[config.mk]
export PLATFORM = sky130hd
export DESIGN_NAME = ordered_key_list_engine
export DESIGN_NICKNAME = d
export VERILOG_FILES = /design/src/hdl/okl_pkg.sv /design/src/hdl/okl_ctrl.sv /design/src/hdl/okl_dp.sv /design/src/hdl/ordered_key_list_engine.sv
export VERILOG_INCLUDE_DIRS = /design/src /design/src/hdl
export SDC_FILE = /design/constraint.sdc
export NUM_CORES = 2
export LEC_CHECK = 0
export CAP_MARGIN = 0
export CORE_UTILIZATION = 40
export DETAILED_ROUTE_END_ITERATION = 16
export DONT_BUFFER_PORTS = 1
export SYNTH_ARGS = -nofsm -noshare
export SYNTH_HDL_FRONTEND = slang
export SYNTH_SLANG_ARGS = --single-unit
[constraint.sdc]
create_clock -name i_clk -period 18.8 [get_ports i_clk]
set_clock_uncertainty 0.15 [all_clocks]
set_input_delay 1.88 -clock i_clk [delete_from_list [all_inputs] [get_ports i_clk]]
set_output_delay 1.88 -clock i_clk [all_outputs]
set_load 0.05 [all_outputs]
[src/hdl/ordered_key_list_engine_assert.svh]
// Assertion macros for the ordered key list engine
`ifndef ORDERED_KEY_LIST_ENGINE_ASSERT_SVH
`define ORDERED_KEY_LIST_ENGINE_ASSERT_SVH
`ifndef SYNTHESIS
`define OKL_ASSERT_IMPL(label, clk, rst_n, ante, cons) \
    label: assert property (@(posedge clk) disable iff (!rst_n) (ante) |-> (cons)) \
        else $error("assertion failed");
`define OKL_ASSERT_NEXT(label, clk, rst_n, ante, cons) \
    label: assert property (@(posedge clk) disable iff (!rst_n) (ante) |=> (cons)) \
        else $error("assertion failed");
`else
`define OKL_ASSERT_IMPL(label, clk, rst_n, ante, cons)
`define OKL_ASSERT_NEXT(label, clk, rst_n, ante, cons)
`endif
`endif

[src/hdl/okl_pkg.sv]
`timescale 1ns / 1ps
// -----------------------------------------------------------------------------
// okl_pkg
// Shared types and constants of the ordered key list engine.
// -----------------------------------------------------------------------------
package okl_pkg;
    localparam int Capacity = 32;
    localparam int SlotW = $clog2(Capacity);
    localparam int CountW = $clog2(Capacity + 1);

    localparam logic [3:0] REQ_CLEAR  = 4'd0;
    localparam logic [3:0] REQ_INSERT = 4'd1;
    localparam logic [3:0] REQ_DELETE = 4'd2;
    localparam logic [3:0] REQ_PUSH_B = 4'd3;
    localparam logic [3:0] REQ_POP_B  = 4'd4;
    localparam logic [3:0] REQ_PUSH_F = 4'd5;
    localparam logic [3:0] REQ_POP_F  = 4'd6;
    localparam logic [3:0] REQ_REV    = 4'd7;
    localparam logic [3:0] REQ_DUMP   = 4'd8;

    localparam logic [1:0] ST_OK       = 2'd0;
    localparam logic [1:0] ST_EMPTY    = 2'd1;
    localparam logic [1:0] ST_NOTFOUND = 2'd2;
    localparam logic [1:0] ST_FULL     = 2'd3;

    typedef enum logic [3:0] {
        S_IDLE, S_RD, S_CHK, S_LINK1, S_LINK2, S_UNLINK1, S_UNLINK2,
        S_REV, S_DUMP, S_RESP
    } t_state;

    // controller -> datapath
    typedef struct packed {
        logic load;      // latch request, start walk at front (back for pop back)
        logic clear;
        logic rd;        // read key and links of cursor slot
        logic adv;       // cursor <- next (prev for reverse), index++
        logic link_a;    // first link write phase
        logic link_b;    // second link write phase
        logic unlink_a;
        logic unlink_b;
        logic rev_step;
        logic emit;
        logic [1:0] st;
        logic last;
        logic dump_item;
    } t_cmd;

    // datapath -> controller
    typedef struct packed {
        logic empty;
        logic full;
        logic hit;       // key match or ge per request
        logic at_end;    // index reached count-1
    } t_stat;
endpackage

[src/hdl/okl_ctrl.sv]
`timescale 1ns / 1ps
// -----------------------------------------------------------------------------
// okl_ctrl
// Request sequencer of the ordered key list engine.
// -----------------------------------------------------------------------------
module okl_ctrl (
    input  logic              i_clk,
    input  logic              i_rst_n,
    input  logic              start,
    input  logic [3:0]        i_req_type,
    input  okl_pkg::t_stat    i_stat,
    output logic              busy,
    output okl_pkg::t_cmd     o_cmd
);
    import okl_pkg::*;

    t_state r_state, n_state;
    logic [3:0] r_req, n_req;

    always_ff @(posedge i_clk) begin
        if (!i_rst_n) begin
            r_state <= S_IDLE;
            r_req   <= REQ_CLEAR;
        end else begin
            r_state <= n_state;
            r_req   <= n_req;
        end
    end

    always_comb begin
        n_state = r_state;
        n_req   = r_req;
        o_cmd   = '0;
        busy    = (r_state != S_IDLE);
        case (r_state)
            S_IDLE: begin
                if (start) begin
                    n_req = i_req_type;
                    o_cmd.load = 1'b1;
                    n_state = S_RD;
                end
            end
            S_RD: begin
                // link data and cursor reads settle here
                o_cmd.rd = 1'b1;
                n_state = S_CHK;
            end
            S_CHK: begin
                n_state = S_RESP;
                o_cmd.st = ST_OK;
                case (r_req)
                    REQ_CLEAR: o_cmd.clear = 1'b1;
                    REQ_INSERT, REQ_PUSH_B, REQ_PUSH_F: begin
                        if (i_stat.full) begin
                            o_cmd.st = ST_FULL;
                            o_cmd.emit = 1'b1;
                            o_cmd.last = 1'b1;
                            n_state = S_IDLE;
                        end else if (r_req == REQ_INSERT && !i_stat.empty
                                     && !i_stat.hit && !i_stat.at_end) begin
                            o_cmd.adv = 1'b1;
                            n_state = S_RD;
                        end else begin
                            n_state = S_LINK1;
                        end
                    end
                    REQ_DELETE, REQ_POP_B, REQ_POP_F: begin
                        if (i_stat.empty) begin
                            o_cmd.st = ST_EMPTY;
                            o_cmd.emit = 1'b1;
                            o_cmd.last = 1'b1;
                            n_state = S_IDLE;
                        end else if (r_req != REQ_DELETE || i_stat.hit) begin
                            n_state = S_UNLINK1;
                        end else if (i_stat.at_end) begin
                            o_cmd.st = ST_NOTFOUND;
                            o_cmd.emit = 1'b1;
                            o_cmd.last = 1'b1;
                            n_state = S_IDLE;
                        end else begin
                            o_cmd.adv = 1'b1;
                            n_state = S_RD;
                        end
                    end
                    REQ_REV: begin
                        if (i_stat.empty) begin
                            o_cmd.st = ST_EMPTY;
                            o_cmd.emit = 1'b1;
                            o_cmd.last = 1'b1;
                            n_state = S_IDLE;
                        end else begin
                            n_state = S_REV;
                        end
                    end
                    REQ_DUMP: begin
                        if (i_stat.empty) begin
                            o_cmd.st = ST_EMPTY;
                            o_cmd.emit = 1'b1;
                            o_cmd.last = 1'b1;
                            n_state = S_IDLE;
                        end else begin
                            n_state = S_DUMP;
                        end
                    end
                    default: ;
                endcase
            end
            S_LINK1: begin
                o_cmd.link_a = 1'b1;
                n_state = S_LINK2;
            end
            S_LINK2: begin
                o_cmd.link_b = 1'b1;
                n_state = S_RESP;
            end
            S_UNLINK1: begin
                o_cmd.unlink_a = 1'b1;
                n_state = S_UNLINK2;
            end
            S_UNLINK2: begin
                o_cmd.unlink_b = 1'b1;
                n_state = S_RESP;
            end
            S_REV: begin
                o_cmd.rev_step = 1'b1;
                if (i_stat.at_end) begin
                    n_state = S_RESP;
                end else begin
                    o_cmd.adv = 1'b1;
                    n_state = S_RD;
                end
            end
            S_DUMP: begin
                o_cmd.emit = 1'b1;
                o_cmd.dump_item = 1'b1;
                o_cmd.st = ST_OK;
                o_cmd.last = i_stat.at_end;
                if (i_stat.at_end) begin
                    n_state = S_IDLE;
                end else begin
                    o_cmd.adv = 1'b1;
                    n_state = S_RD;
                end
            end
            S_RESP: begin
                o_cmd.emit = 1'b1;
                o_cmd.st = ST_OK;
                o_cmd.last = 1'b1;
                n_state = S_IDLE;
            end
            default: n_state = S_IDLE;
        endcase
        // walk loops return through S_RD; rev and dump skip the check once the list has keys
        if (r_state == S_RD && r_req == REQ_REV && !i_stat.empty) n_state = S_REV;
        if (r_state == S_RD && r_req == REQ_DUMP && !i_stat.empty) n_state = S_DUMP;
    end
endmodule

[src/hdl/okl_dp.sv]
`timescale 1ns / 1ps
// -----------------------------------------------------------------------------
// okl_dp
// Key store, link tables, free map and walk cursor.
// -----------------------------------------------------------------------------
module okl_dp (
    input  logic                 i_clk,
    input  logic                 i_rst_n,
    input  logic [3:0]           i_req_type,
    input  logic signed [31:0]   i_key,
    input  okl_pkg::t_cmd        i_cmd,
    output okl_pkg::t_stat       o_stat,
    output logic                 o_valid,
    output logic [1:0]           o_status,
    output logic [6:0]           o_entry_count,
    output logic signed [31:0]   o_item_key,
    output logic [5:0]           o_item_index,
    output logic                 o_last
);
    import okl_pkg::*;

    logic [31:0]      key_mem [Capacity];
    logic [SlotW-1:0] nxt_mem [Capacity];
    logic [SlotW-1:0] prv_mem [Capacity];

    logic [Capacity-1:0] r_free;
    logic [SlotW-1:0]    r_front, r_back, r_cur, r_new;
    logic [CountW-1:0]   r_count;
    logic [CountW-1:0]   r_idx;
    logic [3:0]          r_req;
    logic [31:0]         r_key;
    logic [31:0]         r_rd_key;
    logic [SlotW-1:0]    r_rd_nxt, r_rd_prv;

    logic [SlotW-1:0] w_low_free;
    always_comb begin
        w_low_free = '0;
        for (int i = Capacity - 1; i >= 0; i--) begin
            if (r_free[i]) w_low_free = SlotW'(i);
        end
    end

    logic w_ge, w_eq;
    assign w_ge = $signed(r_rd_key) >= $signed(r_key);
    assign w_eq = r_rd_key == r_key;

    assign o_stat.empty  = (r_count == '0);
    assign o_stat.full   = (r_count == CountW'(Capacity));
    assign o_stat.hit    = (r_req == REQ_INSERT) ? w_ge : w_eq;
    assign o_stat.at_end = (r_idx + 1'b1 == r_count);

    // memory reads (registered)
    always_ff @(posedge i_clk) begin
        if (i_cmd.rd) begin
            r_rd_key <= key_mem[r_cur];
            r_rd_nxt <= nxt_mem[r_cur];
            r_rd_prv <= prv_mem[r_cur];
        end
    end

    // a sorted insert that found no key >= its own goes after the back,
    // i.e. between the cursor (back) and its next (front)
    logic             w_append;
    logic [SlotW-1:0] w_lnk_n, w_lnk_p;
    logic             w_new_front, w_new_back;
    assign w_append    = (r_req == REQ_INSERT) && !w_ge;
    assign w_lnk_n     = w_append ? r_rd_nxt : r_cur;
    assign w_lnk_p     = w_append ? r_cur : r_rd_prv;
    assign w_new_front = (r_req == REQ_PUSH_F) ||
                         ((r_req == REQ_INSERT) && !w_append && (r_idx == '0));
    assign w_new_back  = (r_req == REQ_PUSH_B) || w_append;

    // memory writes, one write port per table per cycle
    always_ff @(posedge i_clk) begin
        if (i_cmd.link_a) begin
            key_mem[r_new] <= r_key;
            if (r_count == '0) begin
                nxt_mem[r_new] <= r_new;
            end else begin
                nxt_mem[r_new] <= w_lnk_n;
                prv_mem[w_lnk_n] <= r_new;
            end
        end
        if (i_cmd.link_b) begin
            if (r_count == '0) begin
                prv_mem[r_new] <= r_new;
            end else begin
                nxt_mem[w_lnk_p] <= r_new;
                prv_mem[r_new] <= w_lnk_p;
            end
        end
        if (i_cmd.unlink_a) nxt_mem[r_rd_prv] <= r_rd_nxt;
        if (i_cmd.unlink_b) prv_mem[r_rd_nxt] <= r_rd_prv;
        if (i_cmd.rev_step) begin
            nxt_mem[r_cur] <= r_rd_prv;
            prv_mem[r_cur] <= r_rd_nxt;
        end
    end

    always_ff @(posedge i_clk) begin
        if (!i_rst_n) begin
            r_free  <= '1;
            r_front <= '0;
            r_back  <= '0;
            r_count <= '0;
            o_valid <= 1'b0;
        end else begin
            o_valid <= i_cmd.emit;
            if (i_cmd.clear) begin
                r_free  <= '1;
                r_front <= '0;
                r_back  <= '0;
                r_count <= '0;
            end else if (i_cmd.link_b) begin
                r_count <= r_count + 1'b1;
                r_free[r_new] <= 1'b0;
                if (r_count == '0) begin
                    r_front <= r_new;
                    r_back  <= r_new;
                end else begin
                    if (w_new_front) r_front <= r_new;
                    if (w_new_back)  r_back  <= r_new;
                end
            end else if (i_cmd.unlink_b) begin
                r_count <= r_count - 1'b1;
                r_free[r_cur] <= 1'b1;
                if (r_count == CountW'(1)) begin
                    r_front <= '0;
                    r_back  <= '0;
                end else begin
                    if (r_cur == r_front) r_front <= r_rd_nxt;
                    if (r_cur == r_back)  r_back  <= r_rd_prv;
                end
            end else if (i_cmd.rev_step && o_stat.at_end) begin
                r_front <= r_back;
                r_back  <= r_front;
            end
        end
    end

    // cursor and request latch
    always_ff @(posedge i_clk) begin
        if (i_cmd.load) begin
            r_req <= i_req_type;
            r_key <= i_key;
            r_idx <= '0;
            r_new <= w_low_free;
            r_cur <= (i_req_type == REQ_POP_B) ? r_back : r_front;
        end else if (i_cmd.adv) begin
            r_cur <= (r_req == REQ_REV) ? r_rd_prv : r_rd_nxt;
            r_idx <= r_idx + 1'b1;
        end
    end

    always_ff @(posedge i_clk) begin
        if (i_cmd.emit) begin
            o_status      <= i_cmd.st;
            o_last        <= i_cmd.last;
            o_item_key    <= i_cmd.dump_item ? r_rd_key : '0;
            o_item_index  <= i_cmd.dump_item ? 6'(r_idx) : '0;
            o_entry_count <= 7'(r_count);
        end
    end
endmodule

[src/hdl/ordered_key_list_engine.sv]
`timescale 1ns / 1ps
// -----------------------------------------------------------------------------
// ordered_key_list_engine
// Bounded ordered list of signed keys with a walk sequencer.
// -----------------------------------------------------------------------------
// A request (i_req_type, i_key) is taken when start is high and busy is low.
// Results appear with o_valid for one cycle each; the receiver cannot stall.
// Every request gives one result, except a non-empty dump which gives one
// result per stored key, front first, with o_last on the final one.
// Sorted insert, delete by key, reverse and dump walk the list one entry at
// a time through the registered link memory read.
// busy drops in the cycle the final result is out, so the next request can
// be taken at the edge that ends it.
// Reset empties the list and frees every slot at once; no clearing pass.
// -----------------------------------------------------------------------------
`include "ordered_key_list_engine_assert.svh"
module ordered_key_list_engine (
    input  logic               i_clk,
    input  logic               i_rst_n,
    input  logic               start,
    output logic               busy,
    input  logic [3:0]         i_req_type,
    input  logic signed [31:0] i_key,
    output logic               o_valid,
    output logic [1:0]         o_status,
    output logic [6:0]         o_entry_count,
    output logic signed [31:0] o_item_key,
    output logic [5:0]         o_item_index,
    output logic               o_last
);
    import okl_pkg::*;

    t_cmd  w_cmd;
    t_stat w_stat;

    okl_ctrl u_ctrl (
        .i_clk(i_clk), .i_rst_n(i_rst_n), .start(start),
        .i_req_type(i_req_type), .i_stat(w_stat), .busy(busy), .o_cmd(w_cmd)
    );

    okl_dp u_dp (
        .i_clk(i_clk), .i_rst_n(i_rst_n), .i_req_type(i_req_type),
        .i_key(i_key), .i_cmd(w_cmd), .o_stat(w_stat), .o_valid(o_valid),
        .o_status(o_status), .o_entry_count(o_entry_count),
        .o_item_key(o_item_key), .o_item_index(o_item_index), .o_last(o_last)
    );

    `OKL_ASSERT_IMPL(a_full_cap, i_clk, i_rst_n, o_valid, o_entry_count <= 7'(Capacity))
    `OKL_ASSERT_NEXT(a_busy_after_start, i_clk, i_rst_n, start && !busy, busy)
    `OKL_ASSERT_IMPL(a_full_status, i_clk, i_rst_n, o_valid && o_status == ST_FULL,
        o_entry_count == 7'(Capacity))
endmodule

**After elaboration in Yosys (flattened, before gate mapping)**

Memory sizes are Yosys's and may differ from the RTL's. A register that Yosys moved wholly into a read port is not among the register bits.
Index checks and enable logic that the tools add are counted.

- Multiplexer cells: 136
- Add/subtract/negate cells: 3
- Equality and inequality tests: 35
- Bitwise gates (word level): 6
- $lt $le $gt $ge: 5
- Reductions and logical operators: 49

Operators with widths:

| operator | number |
|---|---|
| $mux W5 | 50 |
| $mux W4 | 21 |
| $mux W32 | 2 |
| $mux W1 | 45 |
| $eq A4 B3 Y1 const B | 11 |
| $and A32 B32 Y32 | 1 |
| $eq A32 B32 Y1 | 1 |
| $ge A32 B32 Y1 | 1 |
| $not A32 Y32 | 1 |
| $or A32 B32 Y32 | 1 |
| $pmux W4 S8 | 1 |
| $reduce_or A5 Y1 | 6 |
| $pmux W4 S3 | 2 |
| $eq A4 B2 Y1 const B | 5 |
| $pmux W4 S4 | 1 |
| $reduce_or A16 Y1 | 1 |
| $mux W3 | 5 |
| $logic_and A1 B1 Y1 | 13 |
| $add A6 B1 Y6 const B | 2 |
| $eq A4 B1 Y1 const B | 3 |
| $eq A4 B4 Y1 const B | 3 |
| $logic_not A6 Y1 | 2 |
| $lt A5 B6 Y1 const B | 2 |
| $mux W6 | 2 |
| other kinds (27) | 52 |

- Register bits: 156
- Memories: 3
- Logic and storage cells: 259
- Output and inout port bits: 50
- Input bits: 39
- Memory bits (writable): 1344

Memories:

| name | words | bits a word | read ports | clocked after memory_dff | wr ports | RTL line | RTL |
|---|---|---|---|---|---|---|---|
| u_dp.key_mem | 32 | 32 | 1 | 1 | 1 | okl_dp.sv:22 | `logic [31:0] key_mem [Capacity];` |
| u_dp.nxt_mem | 32 | 5 | 1 | 1 | 1 | okl_dp.sv:23 | `logic [SlotW-1:0] nxt_mem [Capacity];` |
| u_dp.prv_mem | 32 | 5 | 1 | 1 | 1 | okl_dp.sv:24 | `logic [SlotW-1:0] prv_mem [Capacity];` |

**Logic depth before layout (Yosys ltp)**

- Depth after elaboration: 31
- Gate-level depth with buffers: 12
- Depth with buffers taken out: 10

**By module**

Synthesis repeated with hierarchy kept, for this count alone.

- Cell total of the unflattened synthesis: 4973
- Area, all modules: 71079.4 sq um

By module, submodules not included:

| module | times used | cells each | seq. area each (sq um) | area an instance (sq um) |
|---|---|---|---|---|
| okl_dp | 1 | 4861 | 45513.7 | 70284.9 |
| okl_ctrl | 1 | 112 | 160.2 | 794.5 |

**Worst setup path before layout**

OpenSTA, ideal clock, no wires.

- Path type: reg2reg
- Start point: reg u_dp.r_key[1]
- End point: reg u_dp.o_entry_count[0] (enable)
- Required time: 18.132 ns
- Library setup time: 0.518 ns
- Path buffers: 0
- Clock period less this slack: 6.353 ns
- Data arrival time: 5.685 ns
- Stages on the path, launching flop included: 10
- Path slack: 12.447 ns
- Path through: edfxtp_1 -> inv_1 -> ha_1 -> nor2b_1 -> o211ai_1 -> a2111o_1 -> a31oi_1 -> o22a_1 -> nand4_1 -> o21ai_0

RTL lines:

| element | RTL line | RTL |
|---|---|---|
| start, declared | okl_dp.sv:31 | `logic [31:0] r_key;` |
| start signal, assigned | okl_dp.sv:145 | `r_key <= i_key;` |
| end signal, assigned | okl_dp.sv:161 | `o_entry_count <= 7'(r_count);` |
| end, declared | okl_dp.sv:15 | `output logic [6:0] o_entry_count,` |

**Worst setup path after layout**

- Start point: reg u_dp.r_key[12]
- End point: mem u_dp.prv_mem[3][2] in the netlist's numbering (enable)

- Cells in the longest elaborated chain, start to end: 7

Ends and longest elaborated chain:

| element | RTL line | RTL |
|---|---|---|
| $ge A32 B32 Y1 | okl_dp.sv:44 | `assign w_ge = $signed(r_rd_key) >= $signed(r_key);` |
| $logic_not A1 Y1 | okl_dp.sv:66 | `assign w_append = (r_req == REQ_INSERT) && !w_ge;` |
| $logic_and A1 B1 Y1 | okl_dp.sv:66 |  |
| $mux W5 | okl_dp.sv:67 | `assign w_lnk_n = w_append ? r_rd_nxt : r_cur;` |
| $mux W5 (no source line) (3 in a row) | - |  |
| end, declared | okl_dp.sv:24 |  |

No other way between the ends.

==> reports/summary.txt <==
Largest net degree at the start of global routing -> 140
Total negative setup slack -> 0 ns
Remaining Overflow, GRT -> 0
Worst path max stage delay -> 1.03 ns
Hold WS -> 0.359 ns
RSZ-0062 raised after global routing -> no
Hold Buf Count CTS -> 0
Ys async rst share -> 0
Cell mode on critical path -> nor3_1
Clk sinks -> 1,542
Total CTS buffers -> 159
Die height -> 391 um
Synth area leader -> edfxtp_1
Antenna Nets Post-Route -> 0
Top FF cell, synth -> edfxtp_1
Post-layout minimum cycle time -> 5.68 ns
First drt pass iteration count -> 9
Number of synthesized flops with an enable pin -> 1,479
Core area -> 0.150 sq mm
Buf/Inv on CP -> 1
Rel. slew slack -> 0.172
Endpoint class of the critical path -> register
Reg clk slew, reported paths -> 0.06 ns
H-tree depth -> 4
Post-DP HPWL -> 83,400 um
Width of the die -> 391 um
Worst R2R End -> u_dp.prv_mem[3][2]
First-pass GRT wire length -> 230,000 um
Register area share after synthesis -> 0.753
Synth Area per Inst -> 19.4 sq um
Site row count -> 142
Net count, final -> 3,278
DRC -> 0
Peak VDD IR -> 86.3 uV
Clock latency on the worst-skew pair -> 0.81 ns
Filler cells -> 12,586
CP delay by family, top -> simple AND/OR/NAND/NOR gates
Achievable frequency -> 176 MHz
Top cells by area, synth -> edfxtp_1, mux4_2, a22oi_1
Launch point of the worst path -> u_dp.r_key[12]
Reg2reg path depth -> 10
Tot GR Track Use -> 0.212
Die area -> 0.153 sq mm
Critical path type -> reg -> reg
Starting density of the core -> 0.404
Via count -> 31,825
Syn nets -> 3,197
Number of synthesized register bits -> 1,542
Initial antenna violation count -> 10
Hold_sp -> u_dp.r_front[0]
Root Driver -> clkbuf_16
Setup violations, final -> 0
I/O pin count -> 89
Vias in the first global route -> 31,352
DR WL/cell -> 30.3 um
Slew Limit Fails -> 0
Hold WC Path Type -> reg -> reg
Cell count after synthesis -> 3,121
Synth top area share -> 0.732
CTS tree -> done
YS warnings -> 0
Ratio of cells with drive above 1 in the final layout -> 0.223
Slowest stage cell on the critical path -> mux2i_2
Port-buffer cells -> 0
CP Data Required Time -> 19.08 ns
Post-CTS sizing -> 0
Setup repair bufs after CTS -> 0
Post-Route WL -> 162,000 um
WP data arrival -> 5.95 ns
Status -> complete, no violations
DR vias/cell -> 5.95
Util after Layout -> 0.458
CP Cell Sequence -> inv_1, ha_1, nand4_1, nor4_2, nor3_1, a31oi_4, nor3_4, nor2_1, mux2i_2, nor3_1
CP Max Fanout -> 33
Placer Congestion -> 0.869
Iter 0 DRT Violations -> 4,131
Lkg Pwr -> 21.0 nW
Hold Path End -> u_dp.r_front[0]
Layout area overhead -> 13.3%
Final period utilization -> 0.302
Cell Pwr Density -> 113 mW/mm^2
Slew @ Worst Pin -> 1.22 ns
Startpoint Class -> register
Max-cap violations -> 0
Reg-to-Reg Start -> u_dp.r_key[12]
Post-synthesis cell type count -> 88
WHS Path Cells -> 2
Clock Tree Buf Depth -> 3
Reg-to-reg setup timing slack -> 13.12 ns
Hold Violations, Final -> 0
Mapped Area -> 0.0607 sq mm
-- synthesized netlist by cell type, types with 15 or more instances --
cell type	instances
a22oi_1	169
dfxtp_1	63
a21oi_1	69
buf_1	52
o211ai_1	40
xnor2_1	15
nor3_1	57
nand4_1	54
edfxtp_1	1479
and2_1	39
clkbuf_1	102
mux4_2	336
ha_1	37
nand3_1	46
nand2_1	86
inv_1	49
nor2_1	131
o21ai_0	52
-- where the power goes --
group          internal, mW  switching (mW)
Combinational         0.298           0.461
Clock                  1.73            1.35
Sequential             3.85          0.0838
Total                  5.89            1.90
-- worst max-delay path by stage --
stage	endpoint	slack, ns	depth (start not counted)
final	u_dp.prv_mem[3][2]	13.12	10
after global routing	u_dp.o_item_key[3]	12.91	10
after CTS	u_dp.prv_mem[3][2]	13.16	10
after detailed placement	u_dp.prv_mem[3][2]	13.20	10
after global placement	u_dp.prv_mem[19][3]	13.32	10
after floorplan	u_dp.o_entry_count[0]	12.45	9
-- worst min-delay path, stage by stage (launching register included) --
cell     delay [ns]
dfxtp_1        0.34
nand2_1        0.07
a21oi_1        0.05
-- sequential cells by signal (all words and copies together) (netlist names) --
name,count
u_dp.o_status,2
u_dp.r_front,5
u_dp.key_mem,1024
u_dp.o_entry_count,6
u_ctrl.r_req,4
u_dp.o_last,1
u_dp.r_req,4
u_dp.o_item_key,32
u_dp.prv_mem,160
u_dp.r_key,32
u_dp.r_free,32
u_dp.r_count,6
u_dp.o_valid,1
u_dp.r_rd_prv,5
u_dp.r_rd_nxt,5
u_dp.r_cur,5
u_dp.o_item_index,6
u_dp.r_rd_key,32
u_dp.r_back,5
u_ctrl.r_state,4
u_dp.nxt_mem,160
u_dp.r_new,5
u_dp.r_idx,6
-- metrics by stage --
step	power (mW)	cells	area [sq um]	setup WS, ns
after CTS	7.84	5348	68700	13.16
after floorplan	4.50	3121	60700	12.45
after detailed placement	4.77	5057	63600	13.20
after global routing	8.02	5348	68700	12.91
final	7.78	5349	68700	13.12
after global placement	4.77	5057	63600	13.32
-- per-layer routing --
| metal | part of all wire | vias to the layer above | wire length, um | GRT usage |
|---|---|---|---|---|
| met5 | 0.00063 | - | 103 | 0 |
| met4 | 0.022 | 14 | 3520 | 0.0544 |
| met3 | 0.089 | 246 | 14400 | 0.0439 |
| met2 | 0.47 | 1531 | 77000 | 0.332 |
| met1 | 0.41 | 16894 | 67200 | 0.301 |
| li1 | - | 13140 | - | - |
-- final cells by class --
| cell class | count | area [sq um] | share of cell area |
|---|---|---|---|
| flip-flops and latches | 1542 | 45700 | 0.665 |
| well taps | 2016 | 2520 | 0.0367 |
| repair buffers | 85 | 688 | 0.0100 |
| diodes | 1 | 2.50 | 0.0000364 |
| inverters | 53 | 201 | 0.00293 |
| multi-input cells | 1361 | 14500 | 0.211 |
| clock inverters | 88 | 931 | 0.0135 |
| clock buffers | 203 | 4190 | 0.0609 |
-- kinds of logic after synthesis --
| group | after synthesis | synth area share |
|---|---|---|
| adder cells (fa/ha/maj) | 37 | 0.00763 |
| other | 1 | 0.0000618 |
| AO/OA/AOI/OAI | 439 | 0.0509 |
| AND/OR/NAND/NOR | 505 | 0.0429 |
| buffers and inverters | 218 | 0.0139 |
| XOR/XNOR | 25 | 0.00361 |
| multiplexers | 354 | 0.128 |
| flip-flops | 1542 | 0.753 |
-- cell usage in the layout (no fill, tap or decap), types with 46 or more instances in the layout --
cell type,instances
edfxtp_1,1479
mux4_2,336
a22oi_1,169
clkbuf_16,161
nor2_1,95
nand2_1,86
buf_4,81
dfxtp_1,63
a21oi_1,60
nand4_1,54
o21ai_0,50
nor3_1,50
inv_1,49
nand3_1,46
Power figures use the tool's default switching activity.
